===== config.mk =====
export PLATFORM = sky130hd
export DESIGN_NAME = barometric_altitude_with_zero_cal_unit
export DESIGN_NICKNAME = d
export VERILOG_FILES = /design/src/hdl/baro_pkg.sv /design/src/hdl/baro_mul.sv /design/src/hdl/barometric_altitude_with_zero_cal_unit.sv
export VERILOG_INCLUDE_DIRS = /design/src /design/src/hdl
export SDC_FILE = /design/constraint.sdc
export NUM_CORES = 2
export LEC_CHECK = 0
export ABC_AREA = 1
export BUFFER_PORTS_ARGS = -buffer_cell sky130_fd_sc_hd__buf_4
export CORE_MARGIN = 5
export CORE_UTILIZATION = 55
export DETAILED_ROUTE_END_ITERATION = 8
export GPL_ROUTABILITY_DRIVEN = 0
export PLACE_DENSITY_LB_ADDON = 0.3
export SLEW_MARGIN = 5
export SYNTH_ARGS = -nofsm -noshare
export SYNTH_HDL_FRONTEND = slang
export SYNTH_SLANG_ARGS = --single-unit

===== constraint.sdc =====
create_clock -name aclk -period 10.3 [get_ports aclk]
set_input_delay 1.03 -clock aclk [delete_from_list [all_inputs] [get_ports aclk]]
set_output_delay 1.03 -clock aclk [all_outputs]
set_load 0.05 [all_outputs]

===== src/hdl/assert_macros.svh =====
// assertion macros shared by the rtl files
// no dependencies; checks compile away when SYNTHESIS is defined
`ifndef ASSERT_MACROS_SVH
`define ASSERT_MACROS_SVH
`ifndef SYNTHESIS
`define ASSERT_ALWAYS(name, clk, rst_n, cond, msg) \
    name: assert property (@(posedge clk) disable iff (!rst_n) (cond)) else $error(msg);
`define ASSERT_IMPLY(name, clk, rst_n, ante, cons, msg) \
    name: assert property (@(posedge clk) disable iff (!rst_n) (ante) |-> (cons)) else $error(msg);
`else
`define ASSERT_ALWAYS(name, clk, rst_n, cond, msg)
`define ASSERT_IMPLY(name, clk, rst_n, ante, cons, msg)
`endif
`endif


===== src/hdl/baro_pkg.sv =====
// constants, types and elaboration-time tables for the barometric altitude unit
// no dependencies
package baro_pkg;

    localparam int P_W    = 17;
    localparam int ALT_W  = 24;
    localparam int SUM_W  = 24;
    localparam int MUL_W  = 32;
    localparam int PROD_W = 64;
    localparam int ITER   = 24;
    localparam int LOG_W  = 29;
    localparam int LDIF_W = 30;

    localparam logic [P_W-1:0]          REF_RESET = 17'd101325;
    localparam logic [21:0]             EXPO_Q24  = 22'd3192620;
    localparam logic [22:0]             ALT_SCALE = 23'd4433000;
    localparam logic signed [ALT_W-1:0] ALT_MIN   = -24'sd1000000;
    localparam logic signed [ALT_W-1:0] ALT_MAX   = 24'sd4433000;
    localparam logic [30:0]             ONE_Q30   = 31'h4000_0000;

    typedef logic [ITER-1:0][30:0] exp_tab_t;

    function automatic logic [63:0] isqrt64(input logic [63:0] v_in);
        logic [63:0] v;
        logic [63:0] r;
        logic [63:0] bt;
        v  = v_in;
        r  = '0;
        bt = 64'h4000_0000_0000_0000;
        for (int i = 0; i < 32; i++) begin
            if (v >= r + bt) begin
                v = v - (r + bt);
                r = (r >> 1) + bt;
            end else begin
                r = r >> 1;
            end
            bt = bt >> 2;
        end
        return r;
    endfunction

    // 2^(2^-(i+1)) in q30, chained truncating square roots starting from 2.0
    function automatic exp_tab_t exp_table();
        exp_tab_t    t;
        logic [63:0] c;
        c = 64'h8000_0000;
        for (int i = 0; i < ITER; i++) begin
            c    = isqrt64(c << 30);
            t[i] = c[30:0];
        end
        return t;
    endfunction

    localparam exp_tab_t EXP_TAB = exp_table();

endpackage


===== src/hdl/baro_mul.sv =====
// shared signed multiplier with registered product
// depends on baro_pkg for widths
module baro_mul (
    input  logic                              aclk,
    input  logic signed [baro_pkg::MUL_W-1:0] a,
    input  logic signed [baro_pkg::MUL_W-1:0] b,
    output logic signed [baro_pkg::PROD_W-1:0] prod
);

    logic signed [baro_pkg::PROD_W-1:0] prod_reg;

    always_ff @(posedge aclk) begin
        prod_reg <= baro_pkg::PROD_W'(a) * baro_pkg::PROD_W'(b);
    end

    assign prod = prod_reg;

endmodule


===== src/hdl/barometric_altitude_with_zero_cal_unit.sv =====
// measure word: two log2 passes, one exp2 pass and a few steps, all on the one shared multiplier
// zero pressure or zero reference: straight to the output step
// calibration word: adds to the sum, and sets the reference to the mean when it closes an average
// one word in flight; next word taken the cycle after its result loads
// a finished result waits in the output register, which holds the sequencer while still full
// aresetn (synchronous, active low) restores reference 101325 and clears the average
module barometric_altitude_with_zero_cal_unit #(
    parameter int CAL_SAMPLES = 100
) (
    input  logic                                aclk,
    input  logic                                aresetn,
    input  logic                                s_valid,
    output logic                                s_ready,
    input  logic                                s_kind,
    input  logic [baro_pkg::P_W-1:0]            s_pressure,
    output logic                                m_valid,
    input  logic                                m_ready,
    output logic signed [baro_pkg::ALT_W-1:0]   m_altitude_cm,
    output logic [baro_pkg::P_W-1:0]            m_reference_pressure,
    output logic                                m_calib_done,
    output logic                                m_saturated
);

`include "assert_macros.svh"

    localparam int CNT_W = $clog2(CAL_SAMPLES + 1);
    localparam logic [CNT_W-1:0] N_C = CNT_W'(CAL_SAMPLES);

    // mean by reciprocal multiply: shift and rounded-up reciprocal, exact for 24-bit sums
    localparam int     DIV_S      = baro_pkg::SUM_W + $clog2(CAL_SAMPLES);
    localparam longint DIV_M_FULL = ((longint'(1) << DIV_S) + longint'(CAL_SAMPLES - 1))
                                  / longint'(CAL_SAMPLES);
    localparam logic signed [baro_pkg::MUL_W-1:0] DIV_M = baro_pkg::MUL_W'(DIV_M_FULL);

    typedef enum logic [11:0] {
        ST_IDLE  = 12'b0000_0000_0001,
        ST_DISP  = 12'b0000_0000_0010,
        ST_CAL   = 12'b0000_0000_0100,
        ST_DIV   = 12'b0000_0000_1000,
        ST_LOGP  = 12'b0000_0001_0000,
        ST_LOGR  = 12'b0000_0010_0000,
        ST_YMUL  = 12'b0000_0100_0000,
        ST_EXPO  = 12'b0000_1000_0000,
        ST_ALTLO = 12'b0001_0000_0000,
        ST_ALTHI = 12'b0010_0000_0000,
        ST_ALTS  = 12'b0100_0000_0000,
        ST_OUT   = 12'b1000_0000_0000
    } state_t;

    state_t state_reg, state_next;
    logic [4:0] step_reg, step_next;

    logic                      kind_reg, kind_next;
    logic [baro_pkg::P_W-1:0]  p_reg, p_next;
    logic [baro_pkg::P_W-1:0]  ref_reg, ref_next;
    logic [baro_pkg::SUM_W-1:0] sum_reg, sum_next;
    logic [CNT_W-1:0]          cal_count_reg, cal_count_next;

    logic [4:0]                top_reg, top_next;
    logic [baro_pkg::ITER-1:0] frac_reg, frac_next;
    logic [baro_pkg::LOG_W-1:0] lp_reg, lp_next;
    logic signed [baro_pkg::LDIF_W-1:0] l_reg, l_next;
    logic signed [2:0]         k_reg, k_next;
    logic [baro_pkg::ITER-1:0] f_reg, f_next;
    logic signed [29:0]        d_reg, d_next;
    logic [38:0]               acc_reg, acc_next;

    logic signed [baro_pkg::ALT_W-1:0] res_alt_reg, res_alt_next;
    logic                      res_sat_reg, res_sat_next;
    logic                      res_done_reg, res_done_next;

    logic                      m_valid_reg, m_valid_next;
    logic signed [baro_pkg::ALT_W-1:0] m_alt_reg, m_alt_next;
    logic [baro_pkg::P_W-1:0]  m_ref_reg, m_ref_next;
    logic                      m_done_reg, m_done_next;
    logic                      m_sat_reg, m_sat_next;

    logic signed [baro_pkg::MUL_W-1:0]  mul_a, mul_b;
    logic signed [baro_pkg::PROD_W-1:0] prod;

    baro_mul u_mul (
        .aclk (aclk),
        .a    (mul_a),
        .b    (mul_b),
        .prod (prod)
    );

    // log2 front end: top set bit and normalized mantissa of the operand
    logic [baro_pkg::P_W-1:0] lx;
    logic [4:0]               ltop;
    logic [30:0]              linit;
    logic [31:0]              sq;
    logic [30:0]              mnorm;

    always_comb begin
        lx   = (state_reg == ST_LOGP) ? p_reg : ref_reg;
        ltop = '0;
        for (int b = 0; b < baro_pkg::P_W; b++) begin
            if (lx[b]) begin
                ltop = 5'(b);
            end
        end
        linit = 31'(lx) << (5'd30 - ltop);
        sq    = prod[61:30];
        mnorm = sq[31] ? sq[31:1] : sq[30:0];
    end

    // exp2 tail and final scaling
    logic [30:0]              er;
    logic [2:0]               kneg;
    logic [33:0]              rsh;
    logic [27:0]              ee;
    logic signed [55:0]       asum;
    logic signed [31:0]       alt32;
    logic [baro_pkg::SUM_W-1:0] sum_add;
    logic [CNT_W-1:0]         cnt_inc;

    always_comb begin
        er   = prod[60:30];
        kneg = 3'(-k_reg);
        rsh  = k_reg[2] ? (34'(er) >> kneg) : (34'(er) << k_reg);
        ee   = rsh[33:6];

        asum  = (56'(prod) <<< 15) + 56'(signed'({1'b0, acc_reg})) + 56'sd8388608;
        alt32 = asum[55:24];

        sum_add = sum_reg + baro_pkg::SUM_W'(p_reg);
        cnt_inc = cal_count_reg + CNT_W'(1);
    end

    always_comb begin
        state_next     = state_reg;
        step_next      = step_reg;
        kind_next      = kind_reg;
        p_next         = p_reg;
        ref_next       = ref_reg;
        sum_next       = sum_reg;
        cal_count_next = cal_count_reg;
        top_next       = top_reg;
        frac_next      = frac_reg;
        lp_next        = lp_reg;
        l_next         = l_reg;
        k_next         = k_reg;
        f_next         = f_reg;
        d_next         = d_reg;
        acc_next       = acc_reg;
        res_alt_next   = res_alt_reg;
        res_sat_next   = res_sat_reg;
        res_done_next  = res_done_reg;
        m_valid_next   = m_valid_reg;
        m_alt_next     = m_alt_reg;
        m_ref_next     = m_ref_reg;
        m_done_next    = m_done_reg;
        m_sat_next     = m_sat_reg;
        mul_a          = '0;
        mul_b          = '0;

        if (m_valid_reg && m_ready) begin
            m_valid_next = 1'b0;
        end

        case (state_reg)
            ST_IDLE: begin
                if (s_valid) begin
                    kind_next  = s_kind;
                    p_next     = s_pressure;
                    state_next = ST_DISP;
                end
            end
            ST_DISP: begin
                res_alt_next  = '0;
                res_sat_next  = 1'b0;
                res_done_next = 1'b0;
                step_next     = '0;
                if (kind_reg) begin
                    state_next = ST_CAL;
                end else if (p_reg == '0) begin
                    res_alt_next = baro_pkg::ALT_MAX;
                    state_next   = ST_OUT;
                end else if (ref_reg == '0) begin
                    res_alt_next = baro_pkg::ALT_MIN;
                    res_sat_next = 1'b1;
                    state_next   = ST_OUT;
                end else begin
                    state_next = ST_LOGP;
                end
            end
            ST_CAL: begin
                sum_next       = sum_add;
                cal_count_next = cnt_inc;
                if (cnt_inc >= N_C) begin
                    mul_a      = baro_pkg::MUL_W'(sum_add);
                    mul_b      = DIV_M;
                    state_next = ST_DIV;
                end else begin
                    state_next = ST_OUT;
                end
            end
            ST_DIV: begin
                ref_next       = prod[DIV_S +: baro_pkg::P_W];
                sum_next       = '0;
                cal_count_next = '0;
                res_done_next  = 1'b1;
                state_next     = ST_OUT;
            end
            ST_LOGP, ST_LOGR: begin
                // each step squares the mantissa; overflow past 2.0 gives a fraction bit
                if (step_reg == '0) begin
                    top_next = ltop;
                    mul_a    = {1'b0, linit};
                    mul_b    = {1'b0, linit};
                end else begin
                    frac_next = {frac_reg[baro_pkg::ITER-2:0], sq[31]};
                    mul_a     = {1'b0, mnorm};
                    mul_b     = {1'b0, mnorm};
                end
                step_next = step_reg + 5'd1;
                if (step_reg == 5'(baro_pkg::ITER)) begin
                    step_next = '0;
                    if (state_reg == ST_LOGP) begin
                        lp_next    = {top_reg, frac_next};
                        state_next = ST_LOGR;
                    end else begin
                        l_next = baro_pkg::LDIF_W'(lp_reg)
                               - baro_pkg::LDIF_W'({top_reg, frac_next});
                        state_next = ST_YMUL;
                    end
                end
            end
            ST_YMUL: begin
                mul_a      = baro_pkg::MUL_W'(l_reg);
                mul_b      = {10'b0, baro_pkg::EXPO_Q24};
                step_next  = '0;
                state_next = ST_EXPO;
            end
            ST_EXPO: begin
                // product of 2^(2^-i) factors picked by the fraction bits
                if (step_reg == '0) begin
                    k_next = prod[50:48];
                    f_next = {prod[46:24], 1'b0};
                    mul_a  = {1'b0, baro_pkg::ONE_Q30};
                    mul_b  = {1'b0, prod[47] ? baro_pkg::EXP_TAB[0] : baro_pkg::ONE_Q30};
                end else begin
                    f_next = {f_reg[baro_pkg::ITER-2:0], 1'b0};
                    mul_a  = {1'b0, er};
                    mul_b  = {1'b0, f_reg[baro_pkg::ITER-1]
                                    ? baro_pkg::EXP_TAB[step_reg]
                                    : baro_pkg::ONE_Q30};
                end
                step_next = step_reg + 5'd1;
                if (step_reg == 5'(baro_pkg::ITER)) begin
                    mul_a      = '0;
                    mul_b      = '0;
                    d_next     = 30'sd16777216 - signed'(30'(ee));
                    state_next = ST_ALTLO;
                end
            end
            ST_ALTLO: begin
                mul_a      = {17'b0, d_reg[14:0]};
                mul_b      = {9'b0, baro_pkg::ALT_SCALE};
                state_next = ST_ALTHI;
            end
            ST_ALTHI: begin
                acc_next   = prod[38:0];
                mul_a      = {{17{d_reg[29]}}, d_reg[29:15]};
                mul_b      = {9'b0, baro_pkg::ALT_SCALE};
                state_next = ST_ALTS;
            end
            ST_ALTS: begin
                if (alt32 > 32'(baro_pkg::ALT_MAX)) begin
                    res_alt_next = baro_pkg::ALT_MAX;
                    res_sat_next = 1'b1;
                end else if (alt32 < 32'(baro_pkg::ALT_MIN)) begin
                    res_alt_next = baro_pkg::ALT_MIN;
                    res_sat_next = 1'b1;
                end else begin
                    res_alt_next = alt32[baro_pkg::ALT_W-1:0];
                end
                state_next = ST_OUT;
            end
            ST_OUT: begin
                if (!m_valid_reg || m_ready) begin
                    m_valid_next = 1'b1;
                    m_alt_next   = res_alt_reg;
                    m_ref_next   = ref_reg;
                    m_done_next  = res_done_reg;
                    m_sat_next   = res_sat_reg;
                    state_next   = ST_IDLE;
                end
            end
            default: begin
                state_next = ST_IDLE;
            end
        endcase
    end

    always_ff @(posedge aclk) begin
        if (!aresetn) begin
            state_reg     <= ST_IDLE;
            step_reg      <= '0;
            ref_reg       <= baro_pkg::REF_RESET;
            sum_reg       <= '0;
            cal_count_reg <= '0;
            m_valid_reg   <= 1'b0;
        end else begin
            state_reg     <= state_next;
            step_reg      <= step_next;
            ref_reg       <= ref_next;
            sum_reg       <= sum_next;
            cal_count_reg <= cal_count_next;
            m_valid_reg   <= m_valid_next;
        end
    end

    always_ff @(posedge aclk) begin
        kind_reg     <= kind_next;
        p_reg        <= p_next;
        top_reg      <= top_next;
        frac_reg     <= frac_next;
        lp_reg       <= lp_next;
        l_reg        <= l_next;
        k_reg        <= k_next;
        f_reg        <= f_next;
        d_reg        <= d_next;
        acc_reg      <= acc_next;
        res_alt_reg  <= res_alt_next;
        res_sat_reg  <= res_sat_next;
        res_done_reg <= res_done_next;
        m_alt_reg    <= m_alt_next;
        m_ref_reg    <= m_ref_next;
        m_done_reg   <= m_done_next;
        m_sat_reg    <= m_sat_next;
    end

    assign s_ready              = (state_reg == ST_IDLE);
    assign m_valid              = m_valid_reg;
    assign m_altitude_cm        = m_alt_reg;
    assign m_reference_pressure = m_ref_reg;
    assign m_calib_done         = m_done_reg;
    assign m_saturated          = m_sat_reg;

    `ASSERT_IMPLY(a_valid_from_out, aclk, aresetn, $rose(m_valid_reg), $past(state_reg == ST_OUT), "result word appeared outside the output step")
    `ASSERT_ALWAYS(a_count_range, aclk, aresetn, cal_count_reg <= N_C, "calibration count ran past its limit")
    `ASSERT_IMPLY(a_done_zero_alt, aclk, aresetn, m_valid_reg && m_calib_done, m_altitude_cm == '0 && !m_saturated, "calibration word carries altitude")
    `ASSERT_IMPLY(a_sat_bound, aclk, aresetn, m_valid_reg && m_saturated, m_altitude_cm == baro_pkg::ALT_MIN || m_altitude_cm == baro_pkg::ALT_MAX, "saturated word not at a bound")

endmodule

# ---- Word level (Yosys, flattened, before mapping)
# Memories as Yosys holds them, arrays and structs flattened. A register that Yosys moved wholly into a read port is not among the register bits.
# Cells that the tools add are included.
dict set report word_totals {
  output_inout_bits 45
  mem_bits_rw 0
  rom_bits 992
  input_bits 22
  n_memories 1
  latch_bits 0
  reg_bits 399
  wordCells 150
}
dict set report classes {
  eq_ne 18
  n_div 0
  n_mul 1
  bitwise_logic 1
  muxes 66
  shifts 3
  order_cmp 4
  addsub 9
  reduce_logical 23
}
# memory depth width read_ports rd_clocked_by_memory_dff wr line_no
set mem_list {}
lappend mem_list {{(no name shown)} 32 31 1 1 0 barometric_altitude_with_zero_cal_unit.sv:247} ;# ? baro_pkg::EXP_TAB[step_reg]
# op count
set ops {}
lappend ops {{$mux W24} 9}
lappend ops {{$pmux W32 S6} 1}
lappend ops {{$mux W31} 6}
lappend ops {{$pmux W32 S5} 1}
lappend ops {{$pmux W12 S10} 1}
lappend ops {{$mux W12} 8}
lappend ops {{$pmux W24 S2} 2}
lappend ops {{$mux W5} 17}
lappend ops {{$mux W32} 2}
lappend ops {{$mul A32 B32 Y62} 1}
lappend ops {{$add A56 B25 Y56 const B} 1}
lappend ops {{$add A56 B40 Y56} 1}
lappend ops {{$logic_not A17 Y1} 2}
lappend ops {{$mux W34} 1}
lappend ops {{$shl A31 B3 Y34} 1}
lappend ops {{$shr A31 B3 Y34} 1}
lappend ops {{$gt A32 B24 Y1 const B} 1}
lappend ops {{$lt A32 B21 Y1 const B} 1}
lappend ops {{$shl A17 B5 Y31} 1}
lappend ops {{$sub A29 B29 Y30} 1}
lappend ops {{$mux W29} 1}
lappend ops {{$sub A25 B28 Y29 const A} 1}
lappend ops {{$mux W25} 1}
lappend ops {{$add A24 B17 Y24} 1}
lappend ops {{39 further kinds} 62}

# ---- Depth between registers and ports, before layout
dict set report logic_depth {
  ltp_word 23
  depth_mapped 64
  mapped_depth_nobuf 62
}

# ---- Modules after synthesis
# A second synthesis with hierarchy kept.
dict set report hier_totals {
  cells_unflattened 7920
  hier_area_um2 62337.3
}
# module cells_per_inst area_each_um2 instances seq_area_each_um2
set modules_own_cells {}
lappend modules_own_cells {baro_mul 5163 40298.6 1 1281.2}
lappend modules_own_cells {barometric_altitude_with_zero_cal_unit 2757 22038.6 1 9529.1}

# ---- Worst setup path after synthesis
# Ideal clock, no wire load.
dict set report synth_timing {
  kind {reg-to-reg}
  from {register state_reg[11]}
  to {register u_mul.prod_reg (netlist bit u_mul.prod[60])}
  path_buffers 3
  path_slack_ns 0.503
  period_less_slack_ns 9.797
  setup_ns 0.123
  t_arrival_ns 9.674
  path_stages_with_launch 61
  required_ns 10.177
  path_cell_list {dfxtp_1 > nor2_2 > nand2_4 > nor2_8 > nand2_8 > nand2_1 > nand2_1 > nand2_1 > nand2_1 > nand2_1 > nand2_1 > nand2_1 > nand2_1 > nand2_1 > nand2_1 > nand2_1 > nand2_1 > nand2_1 > (+25 left out) > fa_1 > inv_1 > ha_1 > a21oi_1 > o21ai_0 > inv_1 > nand2_1 > a21boi_1 > o21ai_0 > a21boi_0 > o21ai_1 > a21boi_0 > o21ai_1 > a21boi_0 > o21ai_1 > a21oi_1 > o21ai_1 > xor2_1}
}
dict set report synth_via {
  elab_chain_len 23
  word_cells_on_any_way 32
  cone_classes {1 x add/sub; 1 x mul; 7 x eq/ne; 1 x shift; 20 x mux; 2 x reduce/logical}
}
# element line_no
set synth_rtl {}
lappend synth_rtl {{start: declaration} barometric_altitude_with_zero_cal_unit.sv:50} ;# state_t state_reg, state_next;
lappend synth_rtl {{start signal: assignment} barometric_altitude_with_zero_cal_unit.sv:306} ;# state_reg <= state_next;
lappend synth_rtl {{$eq A12 B5 Y1} {barometric_altitude_with_zero_cal_unit.sv:96, barometric_altitude_with_zero_cal_unit.sv:162}}
lappend synth_rtl {{$mux W17} barometric_altitude_with_zero_cal_unit.sv:96} ;# lx = (state_reg == ST_LOGP) ? p_reg : ref_reg;
lappend synth_rtl {{$mux W1} barometric_altitude_with_zero_cal_unit.sv:99} ;# if (lx[b]) begin
lappend synth_rtl {{$mux W2} barometric_altitude_with_zero_cal_unit.sv:99}
lappend synth_rtl {{$mux W5 (14 in a row)} barometric_altitude_with_zero_cal_unit.sv:99}
lappend synth_rtl {{$sub A5 B5 Y5} barometric_altitude_with_zero_cal_unit.sv:103} ;# linit = 31'(lx) << (5'd30 - ltop);
lappend synth_rtl {{$shl A17 B5 Y31} barometric_altitude_with_zero_cal_unit.sv:103}
lappend synth_rtl {{$mux W31} barometric_altitude_with_zero_cal_unit.sv:208} ;# if (step_reg == '0) begin
lappend synth_rtl {{$pmux W32 S6 / $pmux W32 S5 (equally long branches)} barometric_altitude_with_zero_cal_unit.sv:162} ;# case (state_reg)
lappend synth_rtl {{$mul A32 B32 Y62 (*)} baro_mul.sv:13} ;# prod_reg <= baro_pkg::PROD_W'(a) * baro_pkg::PROD_W'(b);
lappend synth_rtl {{end signal: assignment} baro_mul.sv:13}
lappend synth_rtl {{end: declaration} baro_mul.sv:10} ;# logic signed [baro_pkg::PROD_W-1:0] prod_reg;
# Mark *: on every way between the ends. The rest lies on a longest branch, timed or not.
# A chain may end at the register's enable or synchronous reset.

# ---- Worst setup path in the final report
dict set report layout_timing {
  from {register state_reg[3]}
  to {register u_mul.prod_reg (netlist bit u_mul.prod[60])}
}
dict set report layout_via {
  word_cells_on_any_way 32
  cone_classes {1 x add/sub; 1 x mul; 7 x eq/ne; 1 x shift; 20 x mux; 2 x reduce/logical}
}
# element line_no
set layout_rtl {}
lappend layout_rtl {{$eq A12 B5 Y1 (*)} barometric_altitude_with_zero_cal_unit.sv:96}
lappend layout_rtl {{$mux W17 (*)} barometric_altitude_with_zero_cal_unit.sv:96}
lappend layout_rtl {{$mux W2} barometric_altitude_with_zero_cal_unit.sv:99}
lappend layout_rtl {{$mux W5 (13 in a row)} barometric_altitude_with_zero_cal_unit.sv:99}
lappend layout_rtl {{$mux W5 (*)} barometric_altitude_with_zero_cal_unit.sv:99}
lappend layout_rtl {{named net ltop[1]} barometric_altitude_with_zero_cal_unit.sv:90} ;# logic [4:0] ltop;
lappend layout_rtl {{$sub A5 B5 Y5 (*)} barometric_altitude_with_zero_cal_unit.sv:103}
lappend layout_rtl {{$shl A17 B5 Y31 (*)} barometric_altitude_with_zero_cal_unit.sv:103}
lappend layout_rtl {{$mux W31 (*)} barometric_altitude_with_zero_cal_unit.sv:208}
lappend layout_rtl {{$pmux W32 S6 / $pmux W32 S5 (equally long branches)} barometric_altitude_with_zero_cal_unit.sv:162}
lappend layout_rtl {{$mul A32 B32 Y62 (*)} baro_mul.sv:13}
# The timed path passes the listed nets; every way through them passes the cells marked *.

==> out/metrics.cfg <==
[run_status]
status = complete, but fails checks
violations = setup timing

[cts]
cts_root_buf = clkbuf_16
path_clk_slew_ns = 0.07
cts_tree = built
clockBufferDepth = 3
h-tree-depth = 2
cts_inserted_buffers = 41
clkSinkCount = 411
clkLatencyLatePin_ns = 0.56

[drt]
routed-wl-met2_mm = 83.0
via_per_inst = 5.55
met1_length_mm = 66.2
highest_layer = met5
drt_first_pass_iters = 9
final_antenna_net_count = 0
wl_met3_mm = 17.9
wl_per_cell_um = 20.5
drc = 0
vias = 49100
wl_mm = 181
first_iter_violations = 4844

[synth]
ys_seq_area_share_pct = 18.4
async_flop_share_pct = 0
synthCells = 6999
synthTopCellsByArea = fa_1, edfxtp_1, inv_1
synth_ff_type = edfxtp_1
yosysWarnings = 0
yosysUniqueCellTypes = 70
syn_area_um2 = 58500
synth-seq-cells = 411
synth_edf_count = 254
synth_top_area_share_pct = 35.3
syn_avg_cell_area_um2 = 8.36
synth_top_area_cell = fa_1

[timing]
layout_setup_ws_ns = -0.0691
relSlewSlack_pct = 14.7
worst_clock_skew_ns = 0.0252
slew_violations = 0
fin_crit_sh_pct = 101
rsz0062_at_grt = true
tightest_slew_ns = 1.28
min_period_ns = 10.37
finalHoldViolCount = 0
setup_violations = 2
tns_ns = -0.0944
max_freq_ghz = 0.0964

[die]
die_area_um2 = 113000
initial_core_util_pct = 55.5
pin_count = 67
die_x_um = 336
core_um2 = 106000
die_h_um = 336
row_count = 119

[critical_path]
crit_family = adder cells
reg2reg_slack_ns = -0.07
timing.rr.start = state_reg[3]
slowest_stage = fa_1
reg2reg_depth = 54
path_class = reg2reg
critPathLaunchType = flop
crit_fanout = 10
r2r_end = u_mul.prod[60]
cpMostUsedCell = fa_1
critPathArrivalTime_ns = 10.80
worst_setup_path_end_kind = flop
cp.required_ns = 10.73
max_stage_delay_ns = 0.60
cp.buffers_inverters = 18

[grt]
first_global_vias = 49800
overflow = 0
grt_max_degree = 61
grt_pass1_wl_mm = 277
grt_util_all_layers_pct = 31.7
antenna_found_initial = 7

[pwr]
intPower_w = 0.00488
p_leak_nw = 34.9
p_switching_w = 0.00375
vdd_drop_max_mv = 0.375
p_sw_share_pct = 43.5
p_per_area_nw_per_um2 = 130
p_seq_share_pct = 24.3
pwr-share-comb_pct = 57.9
p_clk_share_pct = 17.7

[place]
placedInstanceArea_um2 = 63300
place_hpwl_mm = 147
io_buffers = 66

[layout]
areaGrowthSynthToFinish_pct = 13.5
largest_reg_flops = 62
drive_above_1_share_pct = 13.0
mostFrequentLayoutCell = inv_1
nNetsFinal = 8775
final_cell_mix = inv_1, nand2_1, fa_1
postLayoutCellArea_um2 = 66500
utilization_pct = 63.0

[worst_hold_path]
min_path_type = reg2reg
hp-start = res_alt_reg[4]
hold-path-endpoint = m_altitude_cm[4]
hold_depth = 0

[job]
maxCapViolations = 0

## per-stage QoR
step	hold slack [ns]	power, W	worst slack, ns	cells
final	0.416	0.00863	-0.0691	8856
after CTS	0.414	0.00842	0.00360	8777
after floorplan	0.400	0.00510	0.503	7033
after global routing	0.423	0.00923	-0.367	8853
after global placement	0.401	0.00677	-0.285	8702
after detailed placement	0.405	0.00688	-0.357	8702
## layout make-up
| cell class | instances | area, µm² |
|---|---|---|
| Clock buffer | 56 | 1180 |
| Multi-Input combinational cell | 4588 | 40700 |
| Fill cell | 8856 | 39100 |
| Timing Repair Buffer | 598 | 5070 |
| Tap cell | 1391 | 1740 |
| Sequential cell | 411 | 10800 |
| Clock inverter | 19 | 194 |
| Inverter | 1790 | 6770 |
| Antenna cell | 3 | 7.51 |
## layer usage
metal  global-route usage (%)  up-vias
met5                        0        -
met4                     17.7        8
met3                     6.23      733
met2                     51.6     2686
met1                     40.2    23900
li1                         -    21800
## cell usage after synthesis (12+ instances only)
cell,n
nor2_1,463
xor2_1,96
or2_2,32
buf_4,31
a221oi_1,20
a21boi_0,14
inv_1,1766
xnor2_1,66
o22ai_1,24
buf_6,20
o221ai_1,18
inv_2,12
dfxtp_1,157
clkbuf_1,90
a21oi_1,299
o211ai_1,23
nand4_1,33
o21a_1,15
nor2_2,15
nand2_1,1459
fa_1,1033
nor4_1,17
a31oi_1,38
o21ai_1,25
nand3_1,176
nor3_1,34
nand2_2,31
and2_1,15
ha_1,290
buf_2,98
o21ai_0,198
edfxtp_1,254
## kinds of logic (layout without fill, tap and decap cells)
group                      count (synthesis)  count (layout)  synth area share [%]
DFF                                      411             411                  18.4
adders and majority gates               1323            1323                  41.5
other                                      2              39                0.0128
xor gates and xnor gates                 163             164                  2.47
and+or+nand+nor                         2311            2311                  16.3
AOI/OAI and AO/OA                        754             754                  7.55
buffers and inverters                   2035            2463                  13.8
## worst max-delay path by stage
stage	start	end	slack, ns	cells past startpoint
floorplan	state_reg[11]	u_mul.prod[60]	0.50	60
global placement	state_reg[11]	u_mul.prod[60]	-0.29	61
detailed placement	state_reg[11]	u_mul.prod[61]	-0.36	56
CTS	state_reg[11]	u_mul.prod[61]	0.004	53
global route	state_reg[3]	u_mul.prod[60]	-0.37	57
finish	state_reg[3]	u_mul.prod[60]	-0.07	54
## repair_timing
action | CTS | global route
cloned | 0 | 7
gates resized for setup | 37 | 268
buffers inserted | 0 | 69
hold buffers | 0 | 0
pin swaps | 1 | 73
setup endpoints to repair | 23 | 37
## power by group through the flow
stage	logic (W)	clock network, W	registers, W
final	0.00500	0.00153	0.00210
after global routing	0.00553	0.00162	0.00209
after CTS	0.00480	0.00155	0.00208
after detailed placement	0.00476	0	0.00212
after global placement	0.00466	0	0.00211
after floorplan	0.00310	0	0.00200
No activity file was read; power rests on OpenSTA's default activity.
